File: config.mk
export PLATFORM = sky130hd
export DESIGN_NAME = isma_metrics
export DESIGN_NICKNAME = d
export VERILOG_FILES = /design/src/hw/rtl/isma_pkg.sv /design/src/hw/rtl/isma_metrics.sv
export SDC_FILE = /design/constraint.sdc
export NUM_CORES = 2
export LEC_CHECK = 0
export BUFFER_PORTS_ARGS = -buffer_cell sky130_fd_sc_hd__buf_2
export CORE_MARGIN = 10
export CORE_UTILIZATION = 54
export DETAILED_ROUTE_END_ITERATION = 12
export GPL_TIMING_DRIVEN = 0
export PLACE_DENSITY_LB_ADDON = 0.1
export SYNTH_ARGS = -nofsm -noshare
export SYNTH_HDL_FRONTEND = slang
export SYNTH_SLANG_ARGS = --single-unit
File: constraint.sdc
create_clock -name vclk -period 11.3
set_input_delay 1.13 -clock vclk [all_inputs]
set_output_delay 1.13 -clock vclk [all_outputs]
set_load 0.005 [all_outputs]
File: src/hw/rtl/isma_pkg.sv
package isma_pkg;

  // Bits of sample_i and sample_q that are used, read as two's complement.
  localparam int SAMPLE_WIDTH = 16;
  // Width of the running sums; they wrap modulo 2**SUM_WIDTH.
  localparam int SUM_WIDTH = 64;

  // Fixed widths of the fields on the ports.
  localparam int FIELD_W = 16;
  localparam int OUT_W   = 64;

  localparam int ENERGY_W = 2 * SAMPLE_WIDTH;
  localparam int STEP_W   = SAMPLE_WIDTH + 2;
  localparam int ROT_W    = 2 * SAMPLE_WIDTH + 1;
  localparam int PEAK_W   = SAMPLE_WIDTH + 1;

  typedef struct packed {
    logic        [ENERGY_W-1:0] energy;
    logic        [STEP_W-1:0]   step;
    logic signed [ROT_W-1:0]    rotation;
    logic        [PEAK_W-1:0]   peak;
  } metrics_t;

endpackage

File: src/hw/rtl/isma_metrics.sv
module isma_metrics (
  input  logic signed [isma_pkg::SAMPLE_WIDTH-1:0] sample_i,
  input  logic signed [isma_pkg::SAMPLE_WIDTH-1:0] sample_q,
  input  logic signed [isma_pkg::SAMPLE_WIDTH-1:0] last_i,
  input  logic signed [isma_pkg::SAMPLE_WIDTH-1:0] last_q,
  input  logic                                     have_last,
  output isma_pkg::metrics_t                       metrics
);
  import isma_pkg::*;

  logic signed [SAMPLE_WIDTH:0]   diff_i;
  logic signed [SAMPLE_WIDTH:0]   diff_q;
  logic signed [SAMPLE_WIDTH:0]   sum_iq;
  logic signed [SAMPLE_WIDTH:0]   dif_iq;
  logic        [SAMPLE_WIDTH:0]   mag_di;
  logic        [SAMPLE_WIDTH:0]   mag_dq;
  logic        [SAMPLE_WIDTH:0]   mag_sum;
  logic        [SAMPLE_WIDTH:0]   mag_dif;
  logic signed [ENERGY_W-1:0]     sq_i;
  logic signed [ENERGY_W-1:0]     sq_q;
  logic signed [ENERGY_W-1:0]     cross_a;
  logic signed [ENERGY_W-1:0]     cross_b;

  always_comb begin
    diff_i = PEAK_W'(sample_i) - PEAK_W'(last_i);
    diff_q = PEAK_W'(sample_q) - PEAK_W'(last_q);
    sum_iq = PEAK_W'(sample_i) + PEAK_W'(sample_q);
    dif_iq = PEAK_W'(sample_i) - PEAK_W'(sample_q);

    // The negation of the most negative value wraps to the same bit pattern,
    // which read unsigned is the correct magnitude.
    mag_di  = diff_i[SAMPLE_WIDTH] ? unsigned'(-diff_i) : unsigned'(diff_i);
    mag_dq  = diff_q[SAMPLE_WIDTH] ? unsigned'(-diff_q) : unsigned'(diff_q);
    mag_sum = sum_iq[SAMPLE_WIDTH] ? unsigned'(-sum_iq) : unsigned'(sum_iq);
    mag_dif = dif_iq[SAMPLE_WIDTH] ? unsigned'(-dif_iq) : unsigned'(dif_iq);

    sq_i    = ENERGY_W'(sample_i) * ENERGY_W'(sample_i);
    sq_q    = ENERGY_W'(sample_q) * ENERGY_W'(sample_q);
    cross_a = ENERGY_W'(last_i) * ENERGY_W'(sample_q);
    cross_b = ENERGY_W'(last_q) * ENERGY_W'(sample_i);

    metrics.energy = unsigned'(sq_i) + unsigned'(sq_q);
    // |I+Q| equals |-I-Q| and |I-Q| equals |-I+Q|, so two candidates remain.
    metrics.peak   = (mag_dif > mag_sum) ? mag_dif : mag_sum;
    if (have_last) begin
      metrics.step     = STEP_W'(mag_di) + STEP_W'(mag_dq);
      metrics.rotation = ROT_W'(cross_a) - ROT_W'(cross_b);
    end else begin
      metrics.step     = '0;
      metrics.rotation = '0;
    end
  end

endmodule

---- Yosys cells after proc, flatten, opt, wreduce, memory -nomap -nowiden ----
Index checks and enable logic that the tools add are counted.
cells by class
  add/subtract/negate cells ............... 11
  multipliers ............................. 4
  order comparisons ....................... 1
  mux-type cells .......................... 6
operator list
  operator        count
  $mul 16x16->32  4
  $mux 17         5
  $neg 17->17     4
  $mux 51         1
  $sub 16x16->17  3
  $sub 32x32->33  1
  $add 32x32->32  1
  $add 17x17->18  1
  $add 16x16->17  1
  $gt 17x17->1    1
word-level totals
  output and inout bits ................... 100
  word-level logic and storage cells ...... 22
  flip-flop bits (word level) ............. 0

---- Logic depth before layout (Yosys ltp) ----
  word-level depth ........................ 5
  gate-level depth with buffers ........... 28
  mapped depth without buffers ............ 27

---- Least setup slack after synthesis ----
OpenSTA, ideal clock, no wires.
  path type ............................... input -> output
  start point ............................. in sample_q[0] (netlist bit)
  end point ............................... out metrics[98] (netlist bit)
  buffers on the path ..................... 1
  data required time ...................... 10170 ps
  path slack .............................. 1669 ps
  arrival time ............................ 8501 ps
  cell stages on the path ................. 24
  path through ............................ inv_1 -> clkbuf_1 -> nor2_1 -> fa_1 -> inv_1 -> fa_1 -> fa_1 -> inv_1 -> fa_1 -> fa_1 -> fa_1 -> fa_1 -> inv_1 -> fa_1 -> inv_1 -> ha_1 -> a21o_1 -> a21o_1 -> a211o_1 -> a221o_1 -> a41o_1 -> o31a_1 -> nor4b_1 -> a211o_1
RTL lines
  element          line               text
  start, declared  isma_metrics.sv:3  input logic signed [isma_pkg::SAMPLE_WIDTH-1:0] sample_q,
  end, declared    isma_metrics.sv:7  output isma_pkg::metrics_t metrics

==> results.cfg <==
[outcome]
status = completed

[routing]
vias = 33100
drtIter0Drc = 2263
drc = 0
viasPerCell = 5.45
ant_nets = 0
drtPass1Iterations = 6
drt_wl_total_mm = 130
routedWlPerCell_um = 21.4

[global_route]
antenna_found_initial = 14
grt_usage = 0.295
grt_pass1_wl_mm = 204
overflow = 0
grt_start_max_net_pins = 16
grt_pass1_vias = 34600

[die]
fp-row-count = 103
die_h_um = 303
die_area_um2 = 92000
design.core.area_um2 = 79300
die_w_um = 303
ioPinCount = 165
start_util = 0.547

[cells_and_area]
seq_area_um2 = 0
finalNonFillerCells = 6072
clock_buffer_count = 0
finalNetCount = 6603
final_util = 0.574
drive_gt1_frac = 0.0511
syn_to_final_growth_pct = 4.99
fin_area_um2 = 45500
layout.cells.most_common = inv_1
seq_cell_count = 0
final_cell_mix = inv_1 (1344), fa_1 (1115), nor2_1 (432), nand2_1 (419), ha_1 (407)

[sta]
slew_violations = 0
whs_ns = 2.72
period_minus_slack_ns = 11.09
rsz0062_at_grt = no
final.period_utilization = 0.982
maxSlewHeadroom = 0.0963
finalSetupViolations = 0
fmax_ghz = 0.0902
tightest_slew_ns = 1.36
hold_viol = 0

[clock_network]
ctsHoldBuffers = 0

[placement]
place_area_um2 = 45500
hpwl_mm = 113
portBuffers = 160
placed_cells = 6071
routabilityCongestion = 0.972

[yosys]
synth_seq_area_share = 0
yosysWarnings = 0
mappedNetlistArea_um2 = 43300
synthDistinctLibCells = 95
syn_nets = 6447
syn_area_per_cell_um2 = 8.91
netlist_instances = 4860

[setup_path]
startpoint_type = input pin
worstPathRequired_ns = 10.17
startpoint = sample_q[4]
crit_path_end = metrics[48]
cp_max_fo = 10
arrival_ns = 9.96
worstSetupEndpointType = primary output
critPathKind = in -> out

[job]
maxCapViolations = 0

[min_path]
min-delay-path-class = in -> out
hold-path-cell-count = 4
[metal layers]
layer,GRT usage,wire length (um),up-vias
met3,0.0606,12400,288
met4,0.128,7190,12
met2,0.474,60100,1336
li1,-,-,14700
met1,0.386,50200,16800
met5,0.00423,86,-
[area by class of cell]
cell class                 count  area [um2]
multi-input combinational   3347       37600
antenna                        8        20.0
inverter                    1359        5110
buffer                       147         658
tap                         1050        1310
timing repair buffer         161         816
fill                        7341       33800
[repair_timing]
action,CTS,global route
gates resized for setup,4,46
buffers inserted,0,0
endpoints found under the setup margin,5,12
[cells in the mapped netlist, drive strengths merged (18+ instances only)]
library cell  instances  area share
a21o                 50      0.0087
a21oi                85      0.0098
a31oi                18      0.0029
and2                142       0.021
and3                 19      0.0028
buf                  23      0.0027
clkbuf              130       0.012
fa                 1115        0.52
ha                  407        0.12
inv                1349        0.12
nand2               419       0.036
nand2b               18      0.0028
nand3                26      0.0031
nor2                433       0.038
nor3                 69      0.0082
o21a                 23      0.0040
o21ai                73      0.0085
o31ai                18      0.0034
xnor2               137       0.028
xor2                 58       0.012
[worst max-delay path, cell delays in order]
cell,delay (ns)
buf_2,0.24
inv_1,0.30
clkbuf_1,0.85
nor2_1,0.16
fa_1,0.55
inv_1,0.05
fa_1,0.49
fa_1,0.45
fa_1,0.57
fa_1,0.53
inv_1,0.06
fa_1,0.49
fa_1,0.49
inv_1,0.05
fa_1,0.47
inv_1,0.04
ha_1,0.30
or2_2,0.33
o211ai_1,0.21
o21ai_1,0.32
a2111oi_2,0.65
o31a_1,0.38
o21ai_1,0.15
or4_1,0.48
nand4_1,0.10
buf_2,0.12
[worst min-delay path by stage]
stage / from / to / slack (ns)
floorplan: have_last / metrics[67] / 2.36
global placement: have_last / metrics[67] / 2.70
detailed placement: have_last / metrics[67] / 2.71
CTS: have_last / metrics[67] / 2.71
global route: have_last / metrics[67] / 2.73
finish: have_last / metrics[67] / 2.72
[per-stage QoR]
stage / setup TNS [ns] / setup slack (ns)
finish: 0 / 0.209
global route: 0 / 0.000352
CTS: 0 / 0.0262
detailed placement: -0.489 / -0.270
global placement: -0.325 / -0.280
floorplan: 0 / 1.67
[cells by family (layout without fill, tap and decap cells)]
family	after synthesis	in the layout	synth area share
buffers and inverters	1513	1667	0.133
and+or+nand+nor	1233	1233	0.130
other	0	8	0
xor gates and xnor gates	195	195	0.0394
AOI/OAI and AO/OA	387	387	0.0625
adders and majority gates	1522	1522	0.633
muxes	10	10	0.00243
